`src/rtl/core/page_frame_stack_allocator_core_macros.svh`:
```
// assertion macros used by the page frame allocator back end
`ifndef PAGE_FRAME_STACK_ALLOCATOR_CORE_MACROS_SVH
`define PAGE_FRAME_STACK_ALLOCATOR_CORE_MACROS_SVH

// same-cycle implication, disabled while reset is high
`define PFSA_ASSERT_NOW(lbl, clk, rst, ante, cons, msg) \
   lbl: assert property (@(posedge clk) disable iff (rst) (ante) |-> (cons)) else $error(msg);

// next-cycle implication, disabled while reset is high
`define PFSA_ASSERT_NEXT(lbl, clk, rst, ante, cons, msg) \
   lbl: assert property (@(posedge clk) disable iff (rst) (ante) |=> (cons)) else $error(msg);

`endif

```
`src/rtl/core/pfsa_pkg.sv`:
```
// shared types and constants of the page frame allocator
package pfsa_pkg;

   localparam int KIND_W   = 2;
   localparam int FRAME_W  = 20;
   localparam int STATUS_W = 3;
   localparam int ALLOC_W  = 15;
   localparam int COUNT_W  = 16;

   localparam logic [KIND_W-1:0] KIND_ALLOC = 2'd0;
   localparam logic [KIND_W-1:0] KIND_FREE  = 2'd1;
   localparam logic [KIND_W-1:0] KIND_TEST  = 2'd2;

   localparam logic [STATUS_W-1:0] ST_OK     = 3'd0;
   localparam logic [STATUS_W-1:0] ST_EMPTY  = 3'd1;
   localparam logic [STATUS_W-1:0] ST_DOUBLE = 3'd2;
   localparam logic [STATUS_W-1:0] ST_FULL   = 3'd3;
   localparam logic [STATUS_W-1:0] ST_RANGE  = 3'd4;

   // command queue between front and back, power of two deep
   localparam int QUEUE_DEPTH = 2;
   localparam int QPTR_W      = $clog2(QUEUE_DEPTH);
   localparam int QCNT_W      = $clog2(QUEUE_DEPTH + 1);

   typedef struct packed {
      logic [KIND_W-1:0]  kind;
      logic [FRAME_W-1:0] frame;
   } req_type;

   typedef struct packed {
      logic [STATUS_W-1:0] status;
      logic [ALLOC_W-1:0]  alloc_frame;
      logic                is_free;
      logic [COUNT_W-1:0]  free_count;
   } rsp_type;

   typedef enum logic [2:0] {
      OP_ALLOC,
      OP_FREE,
      OP_TEST,
      OP_RANGE,
      OP_NOP
   } op_type;

   typedef struct packed {
      op_type             op;
      logic [FRAME_W-1:0] frame;
   } cmd_type;

   typedef struct packed {
      logic    push;
      cmd_type cmd;
   } q_wr_type;

   typedef struct packed {
      logic    valid;
      cmd_type cmd;
   } q_rd_type;

   typedef enum logic [1:0] {
      BK_CLEAR,
      BK_IDLE,
      BK_EXEC
   } back_state_type;

endpackage

```
`src/rtl/core/pfsa_front.sv`:
```
// request intake: decode and range check into a one-entry stage
module pfsa_front #(
   parameter int NUM_FRAMES = 32768
) (
   input  logic              clock,
   input  logic              reset,
   input  logic              start,
   output logic              busy,
   input  pfsa_pkg::req_type req_payload,
   input  logic              clearing,
   input  logic              q_full,
   output pfsa_pkg::q_wr_type q_wr
);
   import pfsa_pkg::*;

   localparam int LIM_W = FRAME_W + 1;
   localparam logic [LIM_W-1:0] FRAME_LIMIT = LIM_W'(NUM_FRAMES);

   logic    stage_valid_ff, stage_valid_in;
   cmd_type stage_ff, stage_in;
   logic    accept;
   logic    push;
   logic    out_of_range;

   assign busy   = clearing || (stage_valid_ff && q_full);
   assign accept = start && !busy;
   assign push   = stage_valid_ff && !q_full;

   assign out_of_range = {1'b0, req_payload.frame} >= FRAME_LIMIT;

   always_comb begin
      stage_in.frame = req_payload.frame;
      case (req_payload.kind)
         KIND_ALLOC: stage_in.op = OP_ALLOC;
         KIND_FREE:  stage_in.op = out_of_range ? OP_RANGE : OP_FREE;
         KIND_TEST:  stage_in.op = out_of_range ? OP_RANGE : OP_TEST;
         default:    stage_in.op = OP_NOP;
      endcase
      stage_valid_in = accept || (stage_valid_ff && !push);
   end

   always_ff @(posedge clock) begin
      if (reset) begin
         stage_valid_ff <= 1'b0;
      end else begin
         stage_valid_ff <= stage_valid_in;
      end
      if (accept) begin
         stage_ff <= stage_in;
      end
   end

   assign q_wr.push = push;
   assign q_wr.cmd  = stage_ff;

endmodule

```
`config.mk`:
```
export PLATFORM = sky130hd
export DESIGN_NAME = pfsa_front
export DESIGN_NICKNAME = d
export VERILOG_FILES = /design/src/rtl/core/page_frame_stack_allocator_core_macros.svh /design/src/rtl/core/pfsa_pkg.sv /design/src/rtl/core/pfsa_front.sv
export SDC_FILE = /design/constraint.sdc
export NUM_CORES = 1
export LEC_CHECK = 0
export CAP_MARGIN = 40
export CORE_UTILIZATION = 49
export CTS_CLUSTER_DIAMETER = 150
export DETAILED_ROUTE_END_ITERATION = 8
export DONT_BUFFER_PORTS = 1
export PLACE_DENSITY = 0.64
export SYNTH_ARGS = -nofsm -noshare
export SYNTH_HDL_FRONTEND = slang
export SYNTH_SLANG_ARGS = --single-unit
```
`constraint.sdc`:
```
create_clock -name clock -period 2.3 [get_ports clock]
set_input_delay 0.23 -clock clock [delete_from_list [all_inputs] [get_ports clock]]
set_output_delay 0.23 -clock clock [all_outputs]
set_load 0.005 [all_outputs]
```
==> results.toml <==
[outcome]
status = "complete, no violations"

[synth]
syn_inst = 38
yosysTopAreaCellShare_pct = 87.2
ys_warn_count = 0
synthDistinctLibCells = 12
synth_area_leaders = "edfxtp_1, dfxtp_1, a21oi_1"
syn_avg_cell_area_um2 = 20.8
syn_nets = 65
ys_seq_area_share_pct = 89.7
synth_seq_cells = 24
syn-cell-area_um2 = 792
synth_area_leader_cell = "edfxtp_1"

[floorplan]
dieWidth_um = 42.2
start_util_pct = 52.6
fp-row-count = 14
core_area_um2 = 1510
die-area_um2 = 1780
die_h_um = 42.2
io-pin-count = 52

[global_routing]
grt_usage_pct = 12.3
grt_pass1_vias = 358
grt_max_degree = 16
grt_pass1_wl_mm = 1.59
grt_overflow = 0
antenna_found_initial = 0

[critical_path]
worstSetupStartpoint = "stage_valid_ff"
worst-path-max-fanout = 15
max_stage_delay_ps = 400
crit_buf_inv = 1
critPathTopFamily = "compound AO/OA/AOI/OAI gates"
path_depth = 2
crit_chain = "a21oi_2 -> buf_4"
crit_type = "reg -> reg"
r2r_end = "q_wr[4]"
r2r_start = "stage_valid_ff"
r2r_cells = 2
cp.arrival_ps = 1350
cp-end-kind = "flop"
crit_path_start_kind = "flop"
worst_ep_required_time_ps = 2310
rrSetupSlack_ps = 960
cp_slowest_cell = "a21oi_2"
crit_path_end = "q_wr[4]"

[final_layout]
layout-drive-gt1-share_pct = 11.1
fin_nets = 91
area_growth_pct = 34.1
diodes = 0
fillCellCount = 110

[clock_tree]
clock_sinks = 24
cts_max_path_buffers = 2
worstSkewPairLatency_ps = 300
htree_levels = 1
post-cts-setup-buffers = 0
cts-buffers-inserted = 3
clkTransAtPathRegs_ps = 120
cts_tree = "built"
root_buffer = "clkbuf_4"

[timing]
post-route-min-period_ps = 1340
setup_viol = 0
holdWs_ps = 70.3
fin_ws_ps = 961
finalCritPeriodShare_pct = 58.2
worstMarginPinSlew_ps = 461
slew_headroom_pct = 69.3
skew_ps = 0.656
rsz0062_at_grt = "no"
fin_tns_setup_ps = 0
hold_violations = 0
slew_violations = 0
clock.fmax_ghz = 0.747

[job]
maxCapViolations = 0

[placement]
place.gp.congestion = 0.633
io_buffers = 0
pre_cts_ws_ps = 934
dp_hpwl_um = 806

[drt]
drt_iter0_drc = 2
vias = 413
vias_per_cell = 5.23
drt_wl_total_mm = 1.18
drc_errors = 0
dr.pass1.iters = 3
wl_per_cell_um = 15.0
antenna_left = 0

[power]
powerDensity_nw_per_um2 = 722
p_leak_nw = 0.362
ir_worst_vdd_uv = 411

[hold_path]
min_path_type = "in -> reg"
[kinds of logic (layout without fill, tap and decap cells)]
kind of cell	Yosys count	in the layout	share of synthesized area, %
compound gates	4	4	2.69
buf+inv	1	26	0.948
xor+xnor	1	1	1.11
flops	24	24	89.7
simple gates	8	8	5.53
[timing repair]
item / 4_1_cts / 5_1_grt
hold endpoints to repair: 1 / 20
hold buffers: 1 / 20
gates resized for setup: 0 / 0
[power by group]
part           total [W]  internal [W]  switching, W
sequential      0.000511      0.000502    0.00000911
combinational  0.0000481     0.0000306     0.0000174
clock           0.000208     0.0000964      0.000111
[worst reg2reg max path, stage by stage, from the launching register on]
cell and delay (ps):
dfxtp_1 350, a21oi_2 400, buf_4 310
[cell type report]
class | instances | area, um^2 | area share [%]
Sequential cell | 24 | 711 | 66.9
Timing Repair Buffer | 22 | 218 | 20.5
Multi-Input combinational cell | 13 | 77.6 | 7.30
Clock buffer | 4 | 36.3 | 3.42
Tap cell | 16 | 20.0 | 1.88
[stage by stage]
step,std cells,cell area (um^2),total power (W),util (%)
after floorplan,38,792,0.000536,-
after global placement,54,816,0.000540,54.2
after detailed placement,54,816,0.000542,54.2
after CTS,59,862,0.000744,57.2
after global routing,79,1060,0.000797,70.5
final,79,1060,0.000767,70.5
[layout by cell type, fill, tap and decap left out]
cell type and n:
nand2b_1 2, buf_4 1, nor3_1 2, xnor2_1 1, a31oi_1 1, clkbuf_4 3, edfxtp_1 23, and2_2 1
nor2b_1 1, clkbuf_8 1, nor2_1 1, a21oi_1 2, a21oi_2 1, dfxtp_1 1, nand2_1 1, dlygate4sd3_1 21
[routing by layer]
layer / GRT usage (%) / part of all wire, %
met1: 11.2 / 35
met2: 23.1 / 58
met3: 5.17 / 6.9
met4: 5.63 / 0
met5: 0 / 0
[sequential cells by signal, indices dropped and copies added (netlist names)]
| signal | count |
|---|---|
| q_wr | 23 |
| stage_valid_ff | 1 |
[cell usage after synthesis]
cell type and number:
a21oi_1 3, a31oi_1 1, and2_2 1, buf_4 1, dfxtp_1 1, edfxtp_1 23, nand2_1 1, nand2b_1 2
nor2_1 1, nor2b_1 1, nor3_1 2, xnor2_1 1
[worst min path at each step]
stage / cells after the start / slack (ps) / startpoint / end
2_1_floorplan: 1 / 300 / reset / stage_valid_ff
3_3_place_gp: 1 / 300 / reset / stage_valid_ff
3_5_place_dp: 1 / 300 / reset / stage_valid_ff
4_1_cts: 0 / 10 / req_payload[18] / q_wr[18]
5_1_grt: 2 / 60 / q_full / stage_valid_ff
6_report: 2 / 70 / q_full / stage_valid_ff
Power figures use the tool's default switching activity.
