[src/rtl/core/page_frame_stack_allocator_core_macros.svh]
// assertion macros used by the page frame allocator back end
`ifndef PAGE_FRAME_STACK_ALLOCATOR_CORE_MACROS_SVH
`define PAGE_FRAME_STACK_ALLOCATOR_CORE_MACROS_SVH

// same-cycle implication, disabled while reset is high
`define PFSA_ASSERT_NOW(lbl, clk, rst, ante, cons, msg) \
   lbl: assert property (@(posedge clk) disable iff (rst) (ante) |-> (cons)) else $error(msg);

// next-cycle implication, disabled while reset is high
`define PFSA_ASSERT_NEXT(lbl, clk, rst, ante, cons, msg) \
   lbl: assert property (@(posedge clk) disable iff (rst) (ante) |=> (cons)) else $error(msg);

`endif

[src/rtl/core/pfsa_pkg.sv]
// shared types and constants of the page frame allocator
package pfsa_pkg;

   localparam int KIND_W   = 2;
   localparam int FRAME_W  = 20;
   localparam int STATUS_W = 3;
   localparam int ALLOC_W  = 15;
   localparam int COUNT_W  = 16;

   localparam logic [KIND_W-1:0] KIND_ALLOC = 2'd0;
   localparam logic [KIND_W-1:0] KIND_FREE  = 2'd1;
   localparam logic [KIND_W-1:0] KIND_TEST  = 2'd2;

   localparam logic [STATUS_W-1:0] ST_OK     = 3'd0;
   localparam logic [STATUS_W-1:0] ST_EMPTY  = 3'd1;
   localparam logic [STATUS_W-1:0] ST_DOUBLE = 3'd2;
   localparam logic [STATUS_W-1:0] ST_FULL   = 3'd3;
   localparam logic [STATUS_W-1:0] ST_RANGE  = 3'd4;

   // command queue between front and back, power of two deep
   localparam int QUEUE_DEPTH = 2;
   localparam int QPTR_W      = $clog2(QUEUE_DEPTH);
   localparam int QCNT_W      = $clog2(QUEUE_DEPTH + 1);

   typedef struct packed {
      logic [KIND_W-1:0]  kind;
      logic [FRAME_W-1:0] frame;
   } req_type;

   typedef struct packed {
      logic [STATUS_W-1:0] status;
      logic [ALLOC_W-1:0]  alloc_frame;
      logic                is_free;
      logic [COUNT_W-1:0]  free_count;
   } rsp_type;

   typedef enum logic [2:0] {
      OP_ALLOC,
      OP_FREE,
      OP_TEST,
      OP_RANGE,
      OP_NOP
   } op_type;

   typedef struct packed {
      op_type             op;
      logic [FRAME_W-1:0] frame;
   } cmd_type;

   typedef struct packed {
      logic    push;
      cmd_type cmd;
   } q_wr_type;

   typedef struct packed {
      logic    valid;
      cmd_type cmd;
   } q_rd_type;

   typedef enum logic [1:0] {
      BK_CLEAR,
      BK_IDLE,
      BK_EXEC
   } back_state_type;

endpackage

[src/rtl/core/pfsa_queue.sv]
// small command fifo between front and back
module pfsa_queue (
   input  logic                clock,
   input  logic                reset,
   input  pfsa_pkg::q_wr_type  q_wr,
   input  logic                q_pop,
   output logic                q_full,
   output pfsa_pkg::q_rd_type  q_rd
);
   import pfsa_pkg::*;

   cmd_type             entry_ff [QUEUE_DEPTH];
   logic [QPTR_W-1:0]   wr_ptr_ff, wr_ptr_in;
   logic [QPTR_W-1:0]   rd_ptr_ff, rd_ptr_in;
   logic [QCNT_W-1:0]   count_ff, count_in;

   always_comb begin
      wr_ptr_in = wr_ptr_ff;
      rd_ptr_in = rd_ptr_ff;
      count_in  = count_ff;
      if (q_wr.push) begin
         wr_ptr_in = wr_ptr_ff + 1'b1;
      end
      if (q_pop) begin
         rd_ptr_in = rd_ptr_ff + 1'b1;
      end
      case ({q_wr.push, q_pop})
         2'b10:   count_in = count_ff + 1'b1;
         2'b01:   count_in = count_ff - 1'b1;
         default: count_in = count_ff;
      endcase
   end

   always_ff @(posedge clock) begin
      if (reset) begin
         wr_ptr_ff <= '0;
         rd_ptr_ff <= '0;
         count_ff  <= '0;
      end else begin
         wr_ptr_ff <= wr_ptr_in;
         rd_ptr_ff <= rd_ptr_in;
         count_ff  <= count_in;
      end
      if (q_wr.push) begin
         entry_ff[wr_ptr_ff] <= q_wr.cmd;
      end
   end

   assign q_full     = count_ff == QCNT_W'(QUEUE_DEPTH);
   assign q_rd.valid = count_ff != '0;
   assign q_rd.cmd   = entry_ff[rd_ptr_ff];

endmodule

[config.mk]
export PLATFORM = sky130hd
export DESIGN_NAME = pfsa_queue
export DESIGN_NICKNAME = d
export VERILOG_FILES = /design/src/rtl/core/page_frame_stack_allocator_core_macros.svh /design/src/rtl/core/pfsa_pkg.sv /design/src/rtl/core/pfsa_queue.sv
export SDC_FILE = /design/constraint.sdc
export NUM_CORES = 1
export LEC_CHECK = 0
export ABC_AREA = 1
export BUFFER_PORTS_ARGS = -buffer_cell sky130_fd_sc_hd__buf_2
export CELL_PAD_IN_SITES_DETAIL_PLACEMENT = 1
export CELL_PAD_IN_SITES_GLOBAL_PLACEMENT = 2
export CORE_MARGIN = 8
export CORE_UTILIZATION = 38
export CTS_CLUSTER_SIZE = 24
export DETAILED_ROUTE_END_ITERATION = 8
export PLACE_DENSITY_LB_ADDON = 0.1
export SYNTH_ARGS = -nofsm -noshare
export SYNTH_HDL_FRONTEND = slang
export SYNTH_SLANG_ARGS = --single-unit
[constraint.sdc]
create_clock -name clock -period 4.52 [get_ports clock]
set_input_delay 0.226 -clock clock [delete_from_list [all_inputs] [get_ports clock]]
set_output_delay 0.226 -clock clock [all_outputs]
set_load 0.02 [all_outputs]
==> results of run 1 <==
[power by group through the flow]
stage          registers [mW]  logic, mW  clock network, mW
6_report                0.558      0.121              0.262
5_1_grt                 0.562      0.132              0.288
4_1_cts                 0.559      0.124              0.273
3_5_place_dp            0.570      0.124                  0
3_3_place_gp            0.568      0.121                  0
2_1_floorplan           0.560     0.0851                  0
[metrics by stage]
stage          worst slack, ps  instances  utilization (%)
3_5_place_dp              2641        221            46.58
6_report                  2384        229            48.50
2_1_floorplan             2811        104                -
4_1_cts                   2311        229            48.50
3_3_place_gp              2669        221            46.58
5_1_grt                   2227        229            48.50
[final cells by class]
type	count	area, sq um
multi-input combinational	44	360.3
inverter	7	26.28
fill	504	2449
clock buffer	7	86.33
tap	67	83.83
clock inverter	1	5.005
timing repair buffer	52	262.8
sequential	51	1481
[cells in the final DEF, fill, tap and decap left out, types with 5 or more instances in the layout]
cell / netlist / layout
edfxtp_1: 46 / 46
mux2_2: 23 / 23
dfxtp_1: 5 / 5
nand2_1: 6 / 6
clkbuf_8: 0 / 6
buf_2: 0 / 51
nor2_1: 9 / 8
inv_1: 7 / 7
[state kept, by name (all words and copies together) (netlist names), named ones only]
| register | count |
|---|---|
| rd_ptr_ff | 1 |
| wr_ptr_ff | 1 |
| count_ff | 2 |
| entry_ff | 46 |
[kinds of logic after synthesis]
kind of cell,after synthesis,share of synthesized area (%)
AOI/OAI and AO/OA,2,0.5296
xor gates and xnor gates,1,0.4640
adders and majority gates,1,0.6626
buffers and inverters,9,2.585
DFF,51,78.46
muxes,23,13.72
and+or+nand+nor,17,3.578
[metal layers]
metal	vias up	GRT usage, %	part of all wire (%)
met5	-	0	0
met2	35	17.36	51
li1	491	-	-
met1	508	9.582	40
met4	0	3.286	1.3
met3	6	4.537	7.9
[critical path: cells and delay by family (launching register included)]
kind                   cells  cell delay, ps
buffers and inverters      1             160
flip-flops                 1            1030
multiplexers               1             430
[worst min-delay path by stage]
stage | to | slack (ps) | start | cells after the start
after floorplan | flop | 300 | reset | 1
after global placement | entry_ff[0][4] | 410 | q_wr[4] | 1
after detailed placement | entry_ff[1][14] | 420 | q_wr[14] | 1
after CTS | entry_ff[0][16] | 100 | q_wr[16] | 1
after global routing | entry_ff[1][16] | 90 | q_wr[16] | 1
final | entry_ff[1][16] | 110 | q_wr[16] | 1
==> flow_metrics.py, run 1 <==
metrics = {
    "power": {
        "switching_share_pct": 23.69,
        "p_seq_share_pct": 59.3,
        "clock_power_share_pct": 27.8,
        "internal_power_uw": 718.0,
        "switching_power_uw": 222.9,
        "vdd_drop_max_mv": 0.1923,
        "finalPower_uw": 940.9,
        "powerDensity_mw_per_mm2": 408.0,
        "combPwrFrac_pct": 12.9,
        "leakage_nw": 0.8982,
    },
    "status": {
        "status": "finished, final reports clean",
    },
    "detailed_routing": {
        "via_per_inst": 4.541,
        "drt_iter0_markers": 41,
        "wl_per_cell_microns": 15.39,
        "vias": 1040,
        "drt_wl_total_mm": 3.525,
        "drc_errors": 0,
        "ant_nets": 0,
        "first_pass_iters": 4,
    },
    "sta": {
        "fmax_ghz": 0.4681,
        "hold_slack_ps": 111.7,
        "drv_slew": 0,
        "skew_ps": 5.989,
        "final-hold-violation-count": 0,
        "rsz0062_at_grt": "no",
        "worst_pin_slew_ps": 1057,
        "min_period_ps": 2136,
        "setup_viol": 0,
        "maxSlewHeadroom_pct": 29.41,
        "post-route-period-util_pct": 47.27,
        "timing.setup.tns_ps": 0,
    },
    "worst_setup_path": {
        "cp_cell_sequence": "mux2_2, buf_2",
        "critical_path_class": "reg2out",
        "crit-reg2reg-launch": "wr_ptr_ff",
        "ff2ff_setup_slack_ps": 2980,
        "crit_path_end_kind": "primary output",
        "slowest_delay_ps": 1030,
        "cp-start-kind": "flop",
        "crit_path_end": "q_rd[2]",
        "reg2reg_depth": 2,
        "critPathRequiredTime_ps": 4290,
        "crit_slowest_cell": "dfxtp_1",
        "cp.arrival_ps": 1910,
        "timing.rr.end": "entry_ff[1][1]",
        "critPathMaxFanout": 23,
    },
    "cells_and_area": {
        "area_delta_synth_final_pct": 22.13,
        "n_antenna_cell": 0,
        "drive_gt1_share_pct": 51.23,
        "stdcell_area_sq_mm": 0.002306,
        "fin_nets": 189,
    },
    "floorplan": {
        "die_width_microns": 86.49,
        "ios": 52,
        "num_rows": 25,
        "dieArea_sq_mm": 0.007481,
        "initial_utilization_pct": 39.71,
        "core-area_sq_mm": 0.004755,
        "die_h_microns": 86.49,
    },
    "synth": {
        "synth_edf_count": 46,
        "ys_async_sr_fraction_pct": 0,
        "syn_area_sq_mm": 0.001888,
        "ys_types": 13,
        "ys_seq_elements": 51,
        "yosysMostFrequentCell": "edfxtp_1",
        "syn_nets": 132,
        "syn_inst": 104,
        "synth_seq_area_share_pct": 78.46,
        "yosys-top-cells-area": "edfxtp_1 (73%), mux2_2 (14%), dfxtp_1 (5.3%), nor2_1 (1.8%), inv_1 (1.4%)",
        "synthTopCellsByCount": "edfxtp_1 (46), mux2_2 (23), nor2_1 (9)",
        "yosys_warnings": 0,
        "synth_flop_cell": "edfxtp_1",
        "synth_top_cell_area_share_pct": 73.16,
        "yosys.area.top_type": "edfxtp_1",
        "synth.avg_cell_area_sq_um": 18.15,
    },
    "hold_path": {
        "hp-class": "in2reg",
    },
    "grt": {
        "antenna_found_initial": 0,
        "track_usage_pct": 9.696,
        "grt_first_pass_wirelength_mm": 5.533,
        "grt_pass1_vias": 1154,
        "grt-ovfl-total": 0,
        "grt_max_degree": 25,
    },
    "clock_network": {
        "cts_hold_buffers": 0,
        "clock-sinks": 51,
        "postCtsSetupBuffers": 0,
        "cts_buffers": 5,
        "cts.clk_slew.worst_paths_ps": 90,
        "htreeDepth": 2,
        "cts.repair.resized": 0,
        "cts-root-buf": "clkbuf_8",
        "clk_latency_ps": 290,
        "tritoncts": "yes",
        "cts_max_path_buffers": 2,
    },
    "placement": {
        "port_buffers": 51,
        "postPlaceCellArea_sq_mm": 0.002215,
        "gp_congestion": 0.6653,
        "hpwl_mm": 2.466,
    },
    "run": {
        "drv_cap": 0,
    },
}
Power figures use the tool's default switching activity.
==> run 2, diff against run 1 <==
--- a/config.mk
+++ b/config.mk
@@ -10,7 +10,7 @@
 export CELL_PAD_IN_SITES_DETAIL_PLACEMENT = 1
 export CELL_PAD_IN_SITES_GLOBAL_PLACEMENT = 2
 export CORE_MARGIN = 8
-export CORE_UTILIZATION = 38
+export CORE_UTILIZATION = 36
 export CTS_CLUSTER_SIZE = 24
 export DETAILED_ROUTE_END_ITERATION = 8
 export PLACE_DENSITY_LB_ADDON = 0.1
==> constraint.sdc (replaced) <==
create_clock -name clock -period 2.1 [get_ports clock]
set_input_delay 0.105 -clock clock [delete_from_list [all_inputs] [get_ports clock]]
set_output_delay 0.105 -clock clock [all_outputs]
set_load 0.02 [all_outputs]
==> run 2 against run 1 <==
  * Total power grew 110%
  * Clock power is 95% higher
  * Largest power group unchanged
  * Worst setup slack worse by 1800 ps
==> flow_metrics.py, run 2 (synthesis gave the netlist of run 1 again) <==
metrics = {
    "status": {
        "status": "finished, final reports clean",
    },
    "sta": {
        "post-route-period-util_pct": 71.38,
        "drv_slew": 0,
        "setup_viol": 0,
        "maxSlewHeadroom_pct": 77.93,
        "final-hold-violation-count": 0,
        "min_period_ps": 1499,
        "fmax_ghz": 0.6671,
        "rsz0062_at_grt": "no",
        "skew_ps": 6.901,
        "worst_pin_slew_ps": 331.1,
        "timing.setup.tns_ps": 0,
    },
    "floorplan": {
        "dieArea_sq_mm": 0.007818,
        "die_h_microns": 88.42,
        "die_width_microns": 88.42,
        "num_rows": 26,
        "ios": 52,
        "core-area_sq_mm": 0.005075,
        "initial_utilization_pct": 37.20,
    },
    "clock_network": {
        "cts.repair.resized": 0,
        "htreeDepth": 2,
        "cts-root-buf": "clkbuf_8",
        "cts_buffers": 5,
        "cts_max_path_buffers": 2,
        "clk_latency_ps": 290,
        "cts.clk_slew.worst_paths_ps": 80,
        "clock-sinks": 51,
        "tritoncts": "yes",
    },
    "worst_setup_path": {
        "crit-reg2reg-launch": "wr_ptr_ff",
        "ff2ff_setup_slack_ps": 980,
        "cp.arrival_ps": 1390,
        "crit_path_end_kind": "primary output",
        "critical_path_class": "reg2out",
        "critPathRequiredTime_ps": 2000,
        "critPathMaxFanout": 14,
        "cp-start-kind": "flop",
    },
    "grt": {
        "grt_first_pass_wirelength_mm": 6.051,
        "antenna_found_initial": 0,
        "grt_max_degree": 25,
        "grt_pass1_vias": 1290,
        "grt-ovfl-total": 0,
        "track_usage_pct": 10.43,
    },
    "detailed_routing": {
        "ant_nets": 0,
        "via_per_inst": 4.445,
        "wl_per_cell_microns": 15.30,
        "vias": 1138,
        "drc_errors": 0,
        "drt_wl_total_mm": 3.917,
        "drt_iter0_markers": 61,
        "first_pass_iters": 4,
    },
    "placement": {
        "port_buffers": 51,
        "hpwl_mm": 2.819,
        "gp_congestion": 0.7003,
        "dp_cells": 228,
    },
    "cells_and_area": {
        "largest_register_ffs": 46,
        "final_cells": 256,
        "area_delta_synth_final_pct": 34.33,
        "fin_nets": 214,
        "regArea_sq_mm": 0.001481,
        "n_antenna_cell": 0,
        "nFillCells": 527,
        "final_cell_mix": "buf_2 (51), edfxtp_1 (46), mux2_2 (23), dlygate4sd3_1 (21), nor2_1 (8)",
        "largest_register": "entry_ff",
        "layout_top_registers": "entry_ff: 46 flops, count_ff: 2 flops",
        "drive_gt1_share_pct": 46.24,
        "final_common_cell": "buf_2",
        "multi_input_area_sq_um": 360.3,
    },
    "hold_path": {
        "hp-class": "in2reg",
        "min_from": "q_wr[10]",
    },
    "power": {
        "vdd_drop_max_mv": 0.2975,
        "finalPower_mw": 2.013,
        "leakage_nw": 0.9996,
        "powerDensity_mw_per_mm2": 793.8,
    },
    "run": {
        "drv_cap": 0,
    },
}
## run 2: changes by cell type in the layout (fill, tap and decap cells not counted), sizes merged
| cell | previous run | this run |
|---|---|---|
| buf | 52 | 56 |
| clkbuf | 7 | 5 |
| dlygate4sd3 | 0 | 21 |
| clkinv | 1 | 2 |
## run 2: through the flow
stage | worst slack [ps] | hold slack [ps] | util, % | instance area (sq um)
6_report | 600.9 | 9.567 | 49.98 | 2536
3_3_place_gp | 932.9 | 293.6 | 44.30 | 2248
3_5_place_dp | 915.3 | 296.9 | 44.30 | 2248
2_1_floorplan | 390.9 | 177.4 | - | 1888
5_1_grt | 514.0 | 0.4645 | 49.98 | 2536
4_1_cts | 579.7 | 1.529 | 49.78 | 2526
## run 2: what timing repair did
action	CTS	global route
hold endpoints to repair	40	2
setup endpoints to repair	0	0
hold buffers	20	1
buffers inserted	0	0
## run 2: report_power, final
group	internal [mW]	switching [mW]	leakage (nW)
logic	0.144	0.176	0.485
clock network	0.222	0.288	0.0414
registers	1.17	0.0162	0.473
total	1.53	0.480	1.00
## run 2: path summary, 6_finish.rpt
| path | to | depth (start not counted) |
|---|---|---|
| max | q_rd[16] | 3 |
| min | entry_ff[1][10] | 1 |
| max reg2reg | entry_ff[1][8] | 3 |
| min reg2reg | count_ff[1] | 2 |
## run 2: area by class of cell
| class | instances | area share [%] |
|---|---|---|
| clock buffers | 5 | 2.713 |
| clock inverters | 2 | 0.3453 |
| inverters | 7 | 1.036 |
| multi-input cells | 44 | 14.21 |
| flip-flops and latches | 51 | 58.41 |
| well taps | 70 | 3.453 |
| repair buffers | 77 | 19.83 |
## run 2: critical path, stage by stage (launching register included)
cell	delay (ps)
dfxtp_1	330
buf_4	230
mux2_2	370
buf_2	170
## run 2: metal layers
layer | global-route usage, % | wire length, microns | vias up
li1 | - | - | 545
met1 | 10.36 | 1480 | 558
met2 | 18.74 | 2137 | 30
met3 | 3.807 | 245 | 5
met4 | 5.069 | 53 | 0
met5 | 0 | 0 | -
